[config.mk]
export PLATFORM = sky130hd
export DESIGN_NAME = periodic_tx_scheduler_duty_limit_flat
export DESIGN_NICKNAME = d
export VERILOG_FILES = /design/src/sv/ptsdl_pkg.sv /design/src/sv/ptsdl_if.sv /design/src/sv/ptsdl_cell.sv /design/src/sv/ptsdl_ring.sv /design/src/sv/periodic_tx_scheduler_duty_limit.sv /design/src/flat_wrapper.sv
export VERILOG_INCLUDE_DIRS = /design/src /design/src/sv
export SDC_FILE = /design/constraint.sdc
export NUM_CORES = 2
export LEC_CHECK = 0
export BUFFER_PORTS_ARGS = -buffer_cell sky130_fd_sc_hd__buf_2
export CAP_MARGIN = 10
export CELL_PAD_IN_SITES_DETAIL_PLACEMENT = 2
export CELL_PAD_IN_SITES_GLOBAL_PLACEMENT = 2
export CORE_UTILIZATION = 48
export CTS_CLUSTER_SIZE = 12
export DETAILED_ROUTE_END_ITERATION = 8
export PLACE_DENSITY_LB_ADDON = 0.1
export SLEW_MARGIN = 30
export SYNTH_ARGS = -nofsm -noshare
export SYNTH_HDL_FRONTEND = slang
export SYNTH_SLANG_ARGS = --single-unit
[constraint.sdc]
create_clock -name clk_i -period 16.9 [get_ports clk_i]
set_input_delay 1.69 -clock clk_i [delete_from_list [all_inputs] [get_ports clk_i]]
set_output_delay 1.69 -clock clk_i [all_outputs]
set_load 0.005 [all_outputs]
[src/sv/assert_macros.svh]
// Assertion helpers shared by the RTL files.
// Every macro samples on clk_i and is disabled while rst_ni is low.
`ifndef ASSERT_MACROS_SVH
`define ASSERT_MACROS_SVH

// The property must hold at every clock edge.
`define ASSERT_ALWAYS(label, prop, msg) \
  label: assert property (@(posedge clk_i) disable iff (!rst_ni) (prop)) else $error(msg);

// When the first expression holds, the second must hold in the next cycle.
`define ASSERT_NEXT(label, pre, post, msg) \
  label: assert property (@(posedge clk_i) disable iff (!rst_ni) (pre) |=> (post)) \
    else $error(msg);

`endif

[src/sv/ptsdl_pkg.sv]
package ptsdl_pkg;

  // Fixed widths of the time base and of the charged airtime.
  localparam int unsigned TIME_W = 32;
  localparam int unsigned AIR_W  = 16;
  localparam int unsigned SEQ_W  = 16;
  localparam int unsigned PERM_W = 10;
  localparam int unsigned CEIL_W = TIME_W + PERM_W;

  // Survival beacon settings and the permille divisor.
  localparam logic [TIME_W-1:0] SURV_PERIOD  = 32'd20000;
  localparam logic [AIR_W-1:0]  SURV_AIRTIME = 16'd1712;
  localparam logic [PERM_W-1:0] PERMILLE_DIV = 10'd1000;

  // Configuration register indexes.
  localparam int unsigned CFG_IDX_W = 3;
  localparam logic [CFG_IDX_W-1:0] CFG_BEACON_MODE  = 3'd0;
  localparam logic [CFG_IDX_W-1:0] CFG_CYCLE_PERIOD = 3'd1;
  localparam logic [CFG_IDX_W-1:0] CFG_DUTY_WINDOW  = 3'd2;
  localparam logic [CFG_IDX_W-1:0] CFG_DUTY_PERMILLE = 3'd3;
  localparam logic [CFG_IDX_W-1:0] CFG_AIRTIME      = 3'd4;
  localparam logic [CFG_IDX_W-1:0] CFG_MIN_GAP      = 3'd5;

  // One airtime record held by a ring cell.
  typedef struct packed {
    logic [TIME_W-1:0] send_time;
    logic [AIR_W-1:0]  airtime;
  } entry_t;

  // Operation applied to every cell of the chain in the same cycle.
  typedef enum logic [1:0] {
    OP_HOLD   = 2'd0,
    OP_SHIFT  = 2'd1,
    OP_ROTATE = 2'd2,
    OP_CHARGE = 2'd3
  } cell_op_e;

  typedef struct packed {
    cell_op_e op;
    entry_t   wr;
  } cell_ctrl_t;

  // Wrap-safe time compare: now has reached the deadline.
  function automatic logic reached(logic [TIME_W-1:0] now, logic [TIME_W-1:0] deadline);
    logic [TIME_W-1:0] diff;
    diff = now - deadline;
    return ~diff[TIME_W-1];
  endfunction

endpackage

[src/sv/ptsdl_if.sv]
// Request channel: one scheduler tick.
interface ptsdl_req_if;
  logic        valid;
  logic        ready;
  logic [31:0] now_time;
  logic        bus_held;
  logic [31:0] packet_tag;

  modport source (output valid, now_time, bus_held, packet_tag, input ready);
  modport sink   (input valid, now_time, bus_held, packet_tag, output ready);
endinterface

// Response channel: the outcome of one tick.
interface ptsdl_rsp_if;
  logic        valid;
  logic        ready;
  logic        send_now;
  logic [31:0] sent_tag;
  logic [15:0] sent_sequence;

  modport source (output valid, send_now, sent_tag, sent_sequence, input ready);
  modport sink   (input valid, send_now, sent_tag, sent_sequence, output ready);
endinterface

[src/sv/ptsdl_cell.sv]
module ptsdl_cell import ptsdl_pkg::*; #(
  parameter int unsigned IDX   = 0,
  parameter int unsigned CNT_W = 5
) (
  input  logic             clk_i,
  input  cell_ctrl_t       ctrl_i,
  input  logic [CNT_W-1:0] count_i,
  input  entry_t           next_i,
  input  entry_t           head_i,
  output entry_t           entry_o
);

  localparam logic [CNT_W-1:0] POS  = CNT_W'(IDX);
  localparam logic [CNT_W-1:0] LAST = CNT_W'(IDX + 1);

  entry_t entry_q, entry_d;

  // Shift toward the head, close the occupied loop on rotate, or take a new record at the tail.
  always_comb begin
    entry_d = entry_q;
    case (ctrl_i.op)
      OP_SHIFT: begin
        entry_d = next_i;
      end
      OP_ROTATE: begin
        entry_d = (count_i == LAST) ? head_i : next_i;
      end
      OP_CHARGE: begin
        if (count_i == POS) begin
          entry_d = ctrl_i.wr;
        end
      end
      default: begin
        entry_d = entry_q;
      end
    endcase
  end

  always_ff @(posedge clk_i) begin
    entry_q <= entry_d;
  end

  assign entry_o = entry_q;

endmodule

[src/sv/ptsdl_ring.sv]
module ptsdl_ring import ptsdl_pkg::*; #(
  parameter int unsigned N     = 16,
  parameter int unsigned CNT_W = 5
) (
  input  logic             clk_i,
  input  logic             rst_ni,
  input  cell_ctrl_t       ctrl_i,
  output entry_t           head_o,
  output logic [CNT_W-1:0] count_o,
  output logic             full_o
);

`include "assert_macros.svh"

  localparam logic [CNT_W-1:0] FULL_CNT = CNT_W'(N);

  logic [CNT_W-1:0] count_q, count_d;
  entry_t           ent [N];
  entry_t           nxt [N];

  // Occupancy: the head cell leaves on shift, a record joins on charge.
  always_comb begin
    count_d = count_q;
    case (ctrl_i.op)
      OP_SHIFT:  count_d = count_q - 1'b1;
      OP_CHARGE: count_d = count_q + 1'b1;
      default:   count_d = count_q;
    endcase
  end

  always_ff @(posedge clk_i or negedge rst_ni) begin
    if (!rst_ni) begin
      count_q <= '0;
    end else begin
      count_q <= count_d;
    end
  end

  // The chain itself: each cell hands its record to the cell in front of it.
  for (genvar i = 0; i < N; i++) begin : g_cell
    if (i == N - 1) begin : g_tail
      assign nxt[i] = ent[i];
    end else begin : g_body
      assign nxt[i] = ent[i+1];
    end

    ptsdl_cell #(
      .IDX   (i),
      .CNT_W (CNT_W)
    ) u_cell (
      .clk_i   (clk_i),
      .ctrl_i  (ctrl_i),
      .count_i (count_q),
      .next_i  (nxt[i]),
      .head_i  (ent[0]),
      .entry_o (ent[i])
    );
  end

  assign head_o  = ent[0];
  assign count_o = count_q;
  assign full_o  = (count_q == FULL_CNT);

  `ASSERT_ALWAYS(a_count_bound, count_q <= FULL_CNT, "ring occupancy above capacity")
  `ASSERT_ALWAYS(a_no_charge_full, (ctrl_i.op == OP_CHARGE) |-> !full_o, "charge into a full ring")
  `ASSERT_ALWAYS(a_no_shift_empty, (ctrl_i.op == OP_SHIFT) |-> (count_q != '0), "expiry on an empty ring")

endmodule

[src/sv/periodic_tx_scheduler_duty_limit.sv]
// Flow: a request passes EVAL and GATE, then goes to FIN when no send is tried; else DROP
// expires old records and goes to FIN if the ring is still full, or SUM walks the ring cells,
// SCALE and CHECK test the duty limit, and FIN loads the response register. A new request is
// taken only in IDLE, after the last result has been loaded into the response register.
// Reset: asynchronous, active low; control and configuration registers take their default values, the ring is empty.
module periodic_tx_scheduler_duty_limit import ptsdl_pkg::*; #(
  parameter int unsigned RING_ENTRIES = 16
) (
  input  logic                 clk_i,
  input  logic                 rst_ni,
  input  logic                 cfg_we_i,
  input  logic [CFG_IDX_W-1:0] cfg_idx_i,
  input  logic [TIME_W-1:0]    cfg_data_i,
  ptsdl_req_if.sink            req_i,
  ptsdl_rsp_if.source          rsp_o
);

`include "assert_macros.svh"

  localparam int unsigned CNT_W = $clog2(RING_ENTRIES + 1);
  localparam int unsigned SUM_W = AIR_W + CNT_W;
  localparam int unsigned LHS_W = SUM_W + PERM_W;

  typedef enum logic [7:0] {
    ST_IDLE  = 8'b0000_0001,
    ST_EVAL  = 8'b0000_0010,
    ST_GATE  = 8'b0000_0100,
    ST_DROP  = 8'b0000_1000,
    ST_SUM   = 8'b0001_0000,
    ST_SCALE = 8'b0010_0000,
    ST_CHECK = 8'b0100_0000,
    ST_FIN   = 8'b1000_0000
  } state_e;

  state_e state_q, state_d;

  // Configuration registers.
  logic              beacon_q;
  logic [TIME_W-1:0] period_q, window_q, gap_q;
  logic [PERM_W-1:0] permille_q;
  logic [AIR_W-1:0]  airtime_q;

  // Scheduler state.
  logic              epoch_q, epoch_d;
  logic [TIME_W-1:0] next_cycle_q, next_cycle_d;
  logic [SEQ_W-1:0]  seq_cnt_q, seq_cnt_d;
  logic [TIME_W-1:0] slot_tag_q, slot_tag_d;
  logic [SEQ_W-1:0]  slot_seq_q, slot_seq_d;
  logic [TIME_W-1:0] slot_due_q, slot_due_d;
  logic              slot_pend_q, slot_pend_d;
  logic              ever_sent_q, ever_sent_d;
  logic [TIME_W-1:0] last_send_q, last_send_d;

  // Current request and walk registers.
  logic [TIME_W-1:0] now_q, tag_q;
  logic              busy_q;
  logic [CNT_W-1:0]  step_q, step_d;
  logic [SUM_W-1:0]  used_q, used_d;
  logic [LHS_W-1:0]  lhs_q, lhs_d;
  logic [CEIL_W-1:0] ceil_q;
  logic              send_q, send_d;

  // Output register.
  logic              out_valid_q, out_valid_d, out_load;
  logic              out_send_q;
  logic [TIME_W-1:0] out_tag_q;
  logic [SEQ_W-1:0]  out_seq_q;

  // Ring interface.
  cell_ctrl_t        ring_ctrl;
  entry_t            head;
  logic [CNT_W-1:0]  ring_count;
  logic              ring_full;

  // Derived values.
  logic [TIME_W-1:0] act_period, nct, cyc_start;
  logic [AIR_W-1:0]  act_air;
  logic              cycle_due, cycle_late, gap_short, head_expired, req_acc;

  assign req_acc     = req_i.valid && req_i.ready;
  assign req_i.ready = (state_q == ST_IDLE);

  // Configuration writes.
  always_ff @(posedge clk_i or negedge rst_ni) begin
    if (!rst_ni) begin
      beacon_q   <= 1'b0;
      period_q   <= 32'd1000;
      window_q   <= 32'd60000;
      permille_q <= 10'd100;
      airtime_q  <= 16'd100;
      gap_q      <= '0;
    end else if (cfg_we_i) begin
      unique case (cfg_idx_i)
        CFG_BEACON_MODE:   beacon_q   <= cfg_data_i[0];
        CFG_CYCLE_PERIOD:  period_q   <= cfg_data_i;
        CFG_DUTY_WINDOW:   window_q   <= cfg_data_i;
        CFG_DUTY_PERMILLE: permille_q <= cfg_data_i[PERM_W-1:0];
        CFG_AIRTIME:       airtime_q  <= cfg_data_i[AIR_W-1:0];
        CFG_MIN_GAP:       gap_q      <= cfg_data_i;
        default: begin
        end
      endcase
    end
  end

  // Window times permille; users keep the configuration steady while a request is in work (not enforced).
  always_ff @(posedge clk_i) begin
    ceil_q <= CEIL_W'(window_q) * CEIL_W'(permille_q);
  end

  assign act_period = beacon_q ? SURV_PERIOD : period_q;
  assign act_air    = beacon_q ? SURV_AIRTIME : airtime_q;

  // Cycle timing: anchor on the first tick and re-anchor when a full period late.
  assign nct        = epoch_q ? next_cycle_q : now_q;
  assign cycle_due  = reached(now_q, nct);
  assign cycle_late = reached(now_q, nct + act_period);
  assign cyc_start  = cycle_late ? now_q : nct;

  assign gap_short    = ever_sent_q && !reached(now_q, last_send_q + gap_q);
  assign head_expired = (ring_count != '0) && reached(now_q, head.send_time + window_q);

  assign out_load = (state_q == ST_FIN) && (!out_valid_q || rsp_o.ready);

  // Sequencer for one tick.
  always_comb begin
    state_d      = state_q;
    epoch_d      = epoch_q;
    next_cycle_d = next_cycle_q;
    seq_cnt_d    = seq_cnt_q;
    slot_tag_d   = slot_tag_q;
    slot_seq_d   = slot_seq_q;
    slot_due_d   = slot_due_q;
    slot_pend_d  = slot_pend_q;
    ever_sent_d  = ever_sent_q;
    last_send_d  = last_send_q;
    step_d       = step_q;
    used_d       = used_q;
    lhs_d        = lhs_q;
    send_d       = send_q;
    ring_ctrl.op = OP_HOLD;
    ring_ctrl.wr.send_time = now_q;
    ring_ctrl.wr.airtime   = act_air;

    unique case (state_q)
      ST_IDLE: begin
        if (req_acc) begin
          state_d = ST_EVAL;
        end
      end
      ST_EVAL: begin
        epoch_d      = 1'b1;
        next_cycle_d = nct;
        send_d       = 1'b0;
        if (cycle_due) begin
          slot_tag_d   = tag_q;
          slot_seq_d   = seq_cnt_q;
          seq_cnt_d    = seq_cnt_q + 1'b1;
          slot_due_d   = cyc_start;
          slot_pend_d  = 1'b1;
          next_cycle_d = cyc_start + act_period;
        end
        state_d = ST_GATE;
      end
      ST_GATE: begin
        if (slot_pend_q && reached(now_q, slot_due_q) && !busy_q && !gap_short) begin
          state_d = ST_DROP;
        end else begin
          state_d = ST_FIN;
        end
      end
      ST_DROP: begin
        // Expire one record from the head per cycle.
        if (head_expired) begin
          ring_ctrl.op = OP_SHIFT;
        end else if (ring_full) begin
          state_d = ST_FIN;
        end else begin
          step_d  = '0;
          used_d  = '0;
          state_d = ST_SUM;
        end
      end
      ST_SUM: begin
        // Rotate the occupied cells once round, adding each airtime as it passes the head.
        if (step_q != ring_count) begin
          used_d       = used_q + SUM_W'(head.airtime);
          step_d       = step_q + 1'b1;
          ring_ctrl.op = OP_ROTATE;
        end else begin
          state_d = ST_SCALE;
        end
      end
      ST_SCALE: begin
        lhs_d   = LHS_W'(LHS_W'(used_q + SUM_W'(act_air)) * LHS_W'(PERMILLE_DIV));
        state_d = ST_CHECK;
      end
      ST_CHECK: begin
        // Compare against window times permille, which avoids a division by 1000.
        if (CEIL_W'(lhs_q) <= ceil_q) begin
          ring_ctrl.op = OP_CHARGE;
          slot_pend_d  = 1'b0;
          ever_sent_d  = 1'b1;
          last_send_d  = now_q;
          send_d       = 1'b1;
        end
        state_d = ST_FIN;
      end
      ST_FIN: begin
        if (out_load) begin
          state_d = ST_IDLE;
        end
      end
      default: begin
        state_d = ST_IDLE;
      end
    endcase
  end

  always_ff @(posedge clk_i or negedge rst_ni) begin
    if (!rst_ni) begin
      state_q      <= ST_IDLE;
      epoch_q      <= 1'b0;
      next_cycle_q <= '0;
      seq_cnt_q    <= '0;
      slot_tag_q   <= '0;
      slot_seq_q   <= '0;
      slot_due_q   <= '0;
      slot_pend_q  <= 1'b0;
      ever_sent_q  <= 1'b0;
      last_send_q  <= '0;
      send_q       <= 1'b0;
      out_valid_q  <= 1'b0;
    end else begin
      state_q      <= state_d;
      epoch_q      <= epoch_d;
      next_cycle_q <= next_cycle_d;
      seq_cnt_q    <= seq_cnt_d;
      slot_tag_q   <= slot_tag_d;
      slot_seq_q   <= slot_seq_d;
      slot_due_q   <= slot_due_d;
      slot_pend_q  <= slot_pend_d;
      ever_sent_q  <= ever_sent_d;
      last_send_q  <= last_send_d;
      send_q       <= send_d;
      out_valid_q  <= out_valid_d;
    end
  end

  // Request capture and walk datapath.
  always_ff @(posedge clk_i) begin
    if (req_acc) begin
      now_q  <= req_i.now_time;
      busy_q <= req_i.bus_held;
      tag_q  <= req_i.packet_tag;
    end
    step_q <= step_d;
    used_q <= used_d;
    lhs_q  <= lhs_d;
  end

  // Response register: a finished result waits here while the next request is taken.
  always_comb begin
    out_valid_d = out_valid_q;
    if (out_load) begin
      out_valid_d = 1'b1;
    end else if (rsp_o.ready) begin
      out_valid_d = 1'b0;
    end
  end

  always_ff @(posedge clk_i) begin
    if (out_load) begin
      out_send_q <= send_q;
      out_tag_q  <= send_q ? slot_tag_q : '0;
      out_seq_q  <= send_q ? slot_seq_q : '0;
    end
  end

  assign rsp_o.valid         = out_valid_q;
  assign rsp_o.send_now      = out_send_q;
  assign rsp_o.sent_tag      = out_tag_q;
  assign rsp_o.sent_sequence = out_seq_q;

  ptsdl_ring #(
    .N     (RING_ENTRIES),
    .CNT_W (CNT_W)
  ) u_ring (
    .clk_i   (clk_i),
    .rst_ni  (rst_ni),
    .ctrl_i  (ring_ctrl),
    .head_o  (head),
    .count_o (ring_count),
    .full_o  (ring_full)
  );

  `ASSERT_NEXT(a_req_starts_eval, req_acc, state_q == ST_EVAL, "request did not start evaluation")
  `ASSERT_ALWAYS(a_send_after_charge, (rsp_o.valid && rsp_o.send_now) |-> ever_sent_q, "send reported without a recorded send")
  `ASSERT_ALWAYS(a_idle_fields_zero, (rsp_o.valid && !rsp_o.send_now) |-> (rsp_o.sent_tag == '0 && rsp_o.sent_sequence == '0), "fields set on a tick without send")

endmodule
[src/flat_wrapper.sv]
// flat-port wrapper written by rule: the top's interface ports become plain ports
module periodic_tx_scheduler_duty_limit_flat import ptsdl_pkg::*;
#(
  parameter int unsigned RING_ENTRIES = 16
)
  (clk_i, rst_ni, cfg_we_i, cfg_idx_i, cfg_data_i, req_i_valid, req_i_now_time, req_i_bus_held, req_i_packet_tag, req_i_ready, rsp_o_valid, rsp_o_send_now, rsp_o_sent_tag, rsp_o_sent_sequence, rsp_o_ready);
  ptsdl_req_if req_i_i ();
  ptsdl_rsp_if rsp_o_i ();
  input  logic clk_i;
  input  logic rst_ni;
  input  logic cfg_we_i;
  input  logic [CFG_IDX_W-1:0] cfg_idx_i;
  input  logic [TIME_W-1:0] cfg_data_i;
  input wire logic [$bits(req_i_i.valid)-1:0] req_i_valid;
  input wire logic [$bits(req_i_i.now_time)-1:0] req_i_now_time;
  input wire logic [$bits(req_i_i.bus_held)-1:0] req_i_bus_held;
  input wire logic [$bits(req_i_i.packet_tag)-1:0] req_i_packet_tag;
  output wire logic [$bits(req_i_i.ready)-1:0] req_i_ready;
  output wire logic [$bits(rsp_o_i.valid)-1:0] rsp_o_valid;
  output wire logic [$bits(rsp_o_i.send_now)-1:0] rsp_o_send_now;
  output wire logic [$bits(rsp_o_i.sent_tag)-1:0] rsp_o_sent_tag;
  output wire logic [$bits(rsp_o_i.sent_sequence)-1:0] rsp_o_sent_sequence;
  input wire logic [$bits(rsp_o_i.ready)-1:0] rsp_o_ready;
  assign req_i_i.valid = req_i_valid;
  assign req_i_i.now_time = req_i_now_time;
  assign req_i_i.bus_held = req_i_bus_held;
  assign req_i_i.packet_tag = req_i_packet_tag;
  assign req_i_ready = req_i_i.ready;
  assign rsp_o_valid = rsp_o_i.valid;
  assign rsp_o_send_now = rsp_o_i.send_now;
  assign rsp_o_sent_tag = rsp_o_i.sent_tag;
  assign rsp_o_sent_sequence = rsp_o_i.sent_sequence;
  assign rsp_o_i.ready = rsp_o_ready;
  periodic_tx_scheduler_duty_limit #(.RING_ENTRIES(RING_ENTRIES)) u_core (.clk_i(clk_i), .rst_ni(rst_ni), .cfg_we_i(cfg_we_i), .cfg_idx_i(cfg_idx_i), .cfg_data_i(cfg_data_i), .req_i(req_i_i), .rsp_o(rsp_o_i));
endmodule
---- Word level (Yosys, flattened, before mapping) ----
Cells that the tools add are included.
word-level totals
  register bits ........................... 1,279
  input port bits ......................... 105
cells by class
  $add $sub $neg .......................... 15
  $mul .................................... 2
  magnitude comparators ................... 1
  eq/ne operators ......................... 59
  mux-type cells .......................... 80
  bitwise logic cells ..................... 3
  reductions and logical operators ........ 48
operator list
  kind                     number
  $pmux W48 S3             15
  $mux W48                 32
  $sub A32 B32 Y32         5
  $add A32 B32 Y32         4
  $mux W32                 4
  $pmux W48 S2             1
  $pmux W8 S8              1
  $mux W21                 3
  $mux W8                  6
  $reduce_and A2 Y1        23
  $le A31 B42 Y1           1
  $mul A32 B10 Y42         1
  $pmux W21 S2             1
  $eq A5 B4 Y1 const B     8
  $ne A2 B1 Y1 const B     20
  $mul A31 B7 Y28 const B  1
  $add A21 B16 Y22         1
  $add A21 B16 Y21         1
  $eq A5 B3 Y1 const B     4
  $pmux W5 S2              2
  $add A16 B1 Y16 const B  1
  $mux W16                 1
  $mux W5                  3
  $ne A2 B2 Y1 const B     6
  other kinds (34)         63

---- Longest topological paths before layout ----
  word-level depth ........................ 9
  depth in mapped cells ................... 32

---- Hierarchy ----
Synthesis repeated with hierarchy kept, for this count alone.
unflattened totals
  cells, all modules ...................... 7,831
  area, all modules ....................... 86,469.2 um^2
modules (own cells, without submodules)
  module                                            instances  cells each  area an instance (um^2)  seq. area each (um^2)
  periodic_tx_scheduler_duty_limit                  1          4,105       41,611.2                 13,317.8
  ptsdl_cell (u_core.u_ring.g_cell[10].u_cell ...)  3          286         3,123.0                  1,441.4
  ptsdl_cell (u_core.u_ring.g_cell[2].u_cell ...)   3          285         2,884.0                  1,441.4
  ptsdl_cell (u_core.u_ring.g_cell[5].u_cell ...)   2          175         2,570.0                  1,441.4
  ptsdl_cell (u_core.u_ring.g_cell[14].u_cell)      1          286         3,100.5                  1,441.4
  ptsdl_cell (u_core.u_ring.g_cell[0].u_cell)       1          285         2,881.5                  1,441.4
  ptsdl_cell (u_core.u_ring.g_cell[7].u_cell)       1          176         2,568.7                  1,441.4
  ptsdl_cell (u_core.u_ring.g_cell[1].u_cell)       1          175         2,567.5                  1,441.4
  ptsdl_cell (u_core.u_ring.g_cell[3].u_cell)       1          175         2,558.7                  1,441.4
  ptsdl_cell (u_core.u_ring.g_cell[11].u_cell)      1          176         2,556.2                  1,441.4
  ptsdl_cell (u_core.u_ring.g_cell[15].u_cell)      1          177         2,553.7                  1,441.4
  ptsdl_cell (u_core.u_ring.g_cell[13].u_cell)      1          175         2,532.4                  1,441.4
  ptsdl_ring                                        1          38          377.9                    125.1

---- Worst setup path after synthesis ----
Ideal clock, no wire load.
  kind .................................... register -> register
  start point ............................. reg u_core.beacon_q
  end point ............................... reg u_core.lhs_q[30] (data pin)
  setup time .............................. 0.259 ns
  arrival ................................. 6.793 ns
  required time ........................... 16.641 ns
  slack ................................... 9.848 ns
  stages on the path, launching flop included .. 33
  buffers on the path ..................... 2
  cell sequence ........................... dfrtp_1 > clkbuf_1 > clkbuf_1 > nor2b_1 > ha_1 > inv_1 > fa_1 > nor2b_1 > o21a_1 > o21ai_0 > a21oi_1 > o21ai_0 > a21oi_1 > o41ai_1 > o21bai_1 > a21oi_1 > xnor2_1 > fa_1 > inv_1 > fa_1 > fa_1 > inv_1 > fa_1 > ha_1 > a21oi_1 > nor2b_1 > nor2_1 > o21a_1 > a31oi_1 > a221oi_1 > o21ai_0 > a21oi_1 > xnor2_1
on the way
  cells in the longest elaborated chain, start to end .. 3
ends and longest elaborated chain
  what                    line                                     RTL
  from (decl)             periodic_tx_scheduler_duty_limit.sv:38   logic beacon_q;
  from (signal assigned)  periodic_tx_scheduler_duty_limit.sv:94   CFG_BEACON_MODE: beacon_q <= cfg_data_i[0];
  $mux W16                periodic_tx_scheduler_duty_limit.sv:112  assign act_air = beacon_q ? SURV_AIRTIME : airtime_q;
  $add A21 B16 Y22        periodic_tx_scheduler_duty_limit.sv:195  lhs_d = LHS_W'(LHS_W'(used_q + SUM_W'(act_air)) * LHS_W'(PERMILLE_DIV));
  $mul A31 B7 Y28         periodic_tx_scheduler_duty_limit.sv:195
  to (signal assigned)    periodic_tx_scheduler_duty_limit.sv:259  lhs_q <= lhs_d;
  to (decl)               periodic_tx_scheduler_duty_limit.sv:59   logic [LHS_W-1:0] lhs_q, lhs_d;
No other way between the ends.
A chain may end at the register's enable or synchronous reset.

---- Worst setup path after layout ----
  start point ............................. reg u_core.epoch_q
  end point ............................... reg u_core.next_cycle_q[29]
on the way
  cells in the longest elaborated chain, start to end .. 6
  elaborated cells between the ends (all ways) .. 7
  classes of those cells .................. 4 x add/sub; 3 x mux
ends and longest elaborated chain
  what                      line                                     RTL
  from (decl)               periodic_tx_scheduler_duty_limit.sv:44   logic epoch_q, epoch_d;
  from (signal assigned)    periodic_tx_scheduler_duty_limit.sv:236  epoch_q <= epoch_d;
  $mux W32 (*)              periodic_tx_scheduler_duty_limit.sv:115  assign nct = epoch_q ? next_cycle_q : now_q;
  $add A32 B32 Y32          periodic_tx_scheduler_duty_limit.sv:117  assign cycle_late = reached(now_q, nct + act_period);
  $sub A32 B32 Y32          ptsdl_pkg.sv:46                          diff = now - deadline;
  $mux W32 (*)              periodic_tx_scheduler_duty_limit.sv:118  assign cyc_start = cycle_late ? now_q : nct;
  via u_core.cyc_start[14]  periodic_tx_scheduler_duty_limit.sv:76   logic [TIME_W-1:0] act_period, nct, cyc_start;
  $add A32 B32 Y32 (*)      periodic_tx_scheduler_duty_limit.sv:161  next_cycle_d = cyc_start + act_period;
  $mux W32 (*)              periodic_tx_scheduler_duty_limit.sv:155  if (cycle_due) begin
  to (signal assigned)      periodic_tx_scheduler_duty_limit.sv:237  next_cycle_q <= next_cycle_d;
  to (decl)                 periodic_tx_scheduler_duty_limit.sv:45   logic [TIME_W-1:0] next_cycle_q, next_cycle_d;
The timed path passes the listed nets; every way through them passes the cells marked *.

==> results.md <==
- Met3 usage: 0.0579
- Arrival time worst endpoint: 9.37 ns
- ANT nets after route: 0
- Initial detailed-routing violation count: between 4000 and 5000
- FMAX: about 110 MHz
- Placed wire-length estimate: ~180000 microns
- Initial DRT Pass Iterations: 8
- EDFF count, synth: 936
- Final setup vio count: 0
- Grt met2 use: 0.612
- Die area: 157000 sq um
- Clock root buffer: clkbuf_16
- Peak supply drop: ~0.00033 V
- Slew Viols, Final: 0
- RSZ-0062 raised after global routing: false
- Gr busiest metal: met2
- Worst-Margin Slew: 1.07 ns
- Vias/cell: 6.50
- Startpoint Class: flip-flop
- Initial Utilization: 0.484
- I/O Buffers: about 160
- Dpl ws: around 8.4 ns
- Clock Skew: 0.0452 ns
- Grt ovf: 0
- Vias in the first global route: between 60000 and 70000
- Ports: 156
- Core area: ~150000 sq um
- Yosys cell types: 91
- Die Span X: 396 microns
- Endpoint class of the critical path: flip-flop
- Inserted Clock Buffers: 148
- Worst Path Max Fanout: 51
- CTS sink cnt: between 1000 and 1500
- Power, Total: ~19 mW
- Clk pin slew, worst setup/hold paths: 0.06 ns
- Cell taking the most area after synthesis: edfxtp_1
- Most frequent cell after synthesis: edfxtp_1
- Met1 usage: 0.448
- Post-Syn Nets: between 7000 and 8000
- Cell area power density: around 230 nW/um^2
- Static Leak: around 35 nW
- Synth-to-Final Area Change: 10.2%
- Async SR Flop Fraction: 0.235
- Gpl congestion: approximately 0.89
- Cts hold-fix bufs: 0
- Slew HR: 0.285
- Post-Syn Area: between 70000 and 80000 sq um
- First-pass GRT wire length: 419000 microns
- Cell count after synthesis: about 6500
- H-tree depth: 4
- Via count: ~56000
- Synthesis-stage register bit count: ~1300
- Top post-synthesis cells by area: edfxtp_1, fa_1, dfrtp_1, ha_1, a221o_1
- Setup bufs post-CTS: 0
- Failing checks: design-rule violations
- Final worst setup slack: between 8 and 9 ns
- Layout cell share with drive strength beyond 1: 0.108
- Post_cts resized: 0
- NumNets Final: 7353
- CTS tree: built
- CP required: roughly 18 ns
- Detailed Route WL: about 280000 microns
- Register area share after synthesis: 0.489
- Period utilization: 0.516
- Hold crit path type: flip-flop to flip-flop
- Largest net degree at the start of global routing: 122
- Max_cap viols: 0
- Skew-Pair Late Insertion Delay: between 0.8 and 0.9 ns
- Hold violation count in the final report: 0
- Die height: around 400 microns
- Row cnt: approximately 140
- Total GRT Usage: 0.360
- YS warnings: 0
- Outcome: finished, violations left
- Hold slack: 0.458 ns
- Final min period: 8.72 ns
- Post-synth top area share: 0.377
- Clock Tree Buf Depth: 3
- Initial antenna violation count: 17
- Crit Path Category: flip-flop to flip-flop
- Mean Syn Cell Area: 11.5 sq um
- Prevailing post-synth register cell: edfxtp_1
- DRC viols: 36
- DR WL/cell: 32.8 microns
- Synth top cells by count: edfxtp_1, nand2_1, inv_1, a221o_1, fa_1
- Final TNS setup: 0 ns
## cells in the final DEF, fill, tap and decap left out, drive strengths merged, types with 55 or more instances in the layout
| master | count |
|---|---|
| o21ai | 266 |
| fa | 399 |
| a21oi | 392 |
| dfrtp | 281 |
| a221o | 486 |
| nand2 | 893 |
| inv | 553 |
| nor2 | 216 |
| xor2 | 63 |
| nand3 | 61 |
| nor3 | 55 |
| ha | 389 |
| buf | 259 |
| a21o | 113 |
| mux2 | 145 |
| and2 | 220 |
| edfxtp | 936 |
| xnor2 | 106 |
| clkbuf | 213 |
## worst paths after layout
path,from,slack [ns],depth (start not counted),endpoint
worst min register to register,u_core.tag_q[27],0.46,1,u_core.slot_tag_q[27]
max in group asynchronous,rst_ni,14.05,3,u_core.beacon_q
worst min-delay path,u_core.tag_q[27],0.46,1,u_core.slot_tag_q[27]
worst max-delay path,u_core.epoch_q,8.18,27,u_core.next_cycle_q[29]
worst max register to register,u_core.epoch_q,8.18,27,u_core.next_cycle_q[29]
min in group asynchronous,rst_ni,0.82,1,u_core.slot_tag_q[17]
## power by group
group          total (mW)  internal, mW  leakage, nW  switching (mW)
logic                11.4          4.47         19.7            6.97
clock network        3.20          1.77         2.27            1.43
registers            4.16          3.87         12.6           0.298
## metrics by stage
step | utilization | cell area (sq um) | instances
finish | 0.533 | 82200 | 8627
floorplan | - | 74600 | 6468
global placement | 0.502 | 77400 | 8353
detailed placement | 0.502 | 77400 | 8353
global route | 0.533 | 82200 | 8623
CTS | 0.532 | 82100 | 8622
## critical path: stages (launching register included)
cell and delay, ns:
dfrtp_2 0.34, buf_4 0.58, inv_1 0.47, a21boi_0 0.45
inv_1 0.15, fa_1 0.54, inv_1 0.06, ha_1 0.31
nand4_1 0.10, a21oi_1 0.25, nand4_1 0.17, o21ai_1 0.37
a31oi_1 0.25, xnor2_2 0.70, buf_4 0.62, nor2_1 0.11
a21oi_1 0.22, ha_1 0.34, a21o_1 0.22, a221oi_1 0.39
o21ai_0 0.16, o211ai_1 0.45, a21oi_1 0.26, a211oi_1 0.52
o21ai_1 0.13, xor2_1 0.16, a21oi_1 0.16, o21ai_1 0.07
## registers in the layout (all words and copies together) (netlist names), 21 cells and up
register / flops
u_core.ceil_q: 42
u_core.gap_q: 32
u_core.last_send_q: 32
u_core.lhs_q: 28
u_core.next_cycle_q: 32
u_core.now_q: 32
u_core.period_q: 32
u_core.rsp_o.sent_tag: 32
u_core.slot_due_q: 32
u_core.slot_tag_q: 32
u_core.tag_q: 32
u_core.u_ring.g_cell.u_cell.entry_o: 768
u_core.used_q: 21
u_core.window_q: 32
## area by class of cell
cell class,instances,area [sq um]
Tap cell,2044,2560
Fill cell,14900,72000
Inverter,549,2060
Timing Repair Buffer,259,1610
Sequential cell,1279,36500
Clock inverter,56,529
Antenna cell,4,10.0
Clock buffer,213,4150
Multi-Input combinational cell,4223,34800
## metal layers
layer	share of wire	vias to the layer above
li1	-	23100
met1	0.39	29600
met2	0.49	2772
met3	0.069	712
met4	0.052	6
met5	0.00012	-
## cells by family (layout without fill, tap and decap cells)
kind of cell,Yosys count,count (layout),share of synthesized area
compound gates,1429,1429,0.139
xor+xnor,169,169,0.0198
fa+ha+maj,789,789,0.172
buf+inv,966,1077,0.0513
flops,1279,1279,0.489
mux,173,173,0.0256
other cells,0,4,0
simple gates,1663,1663,0.102
Note: power is estimated with default switching activity, not from simulation.
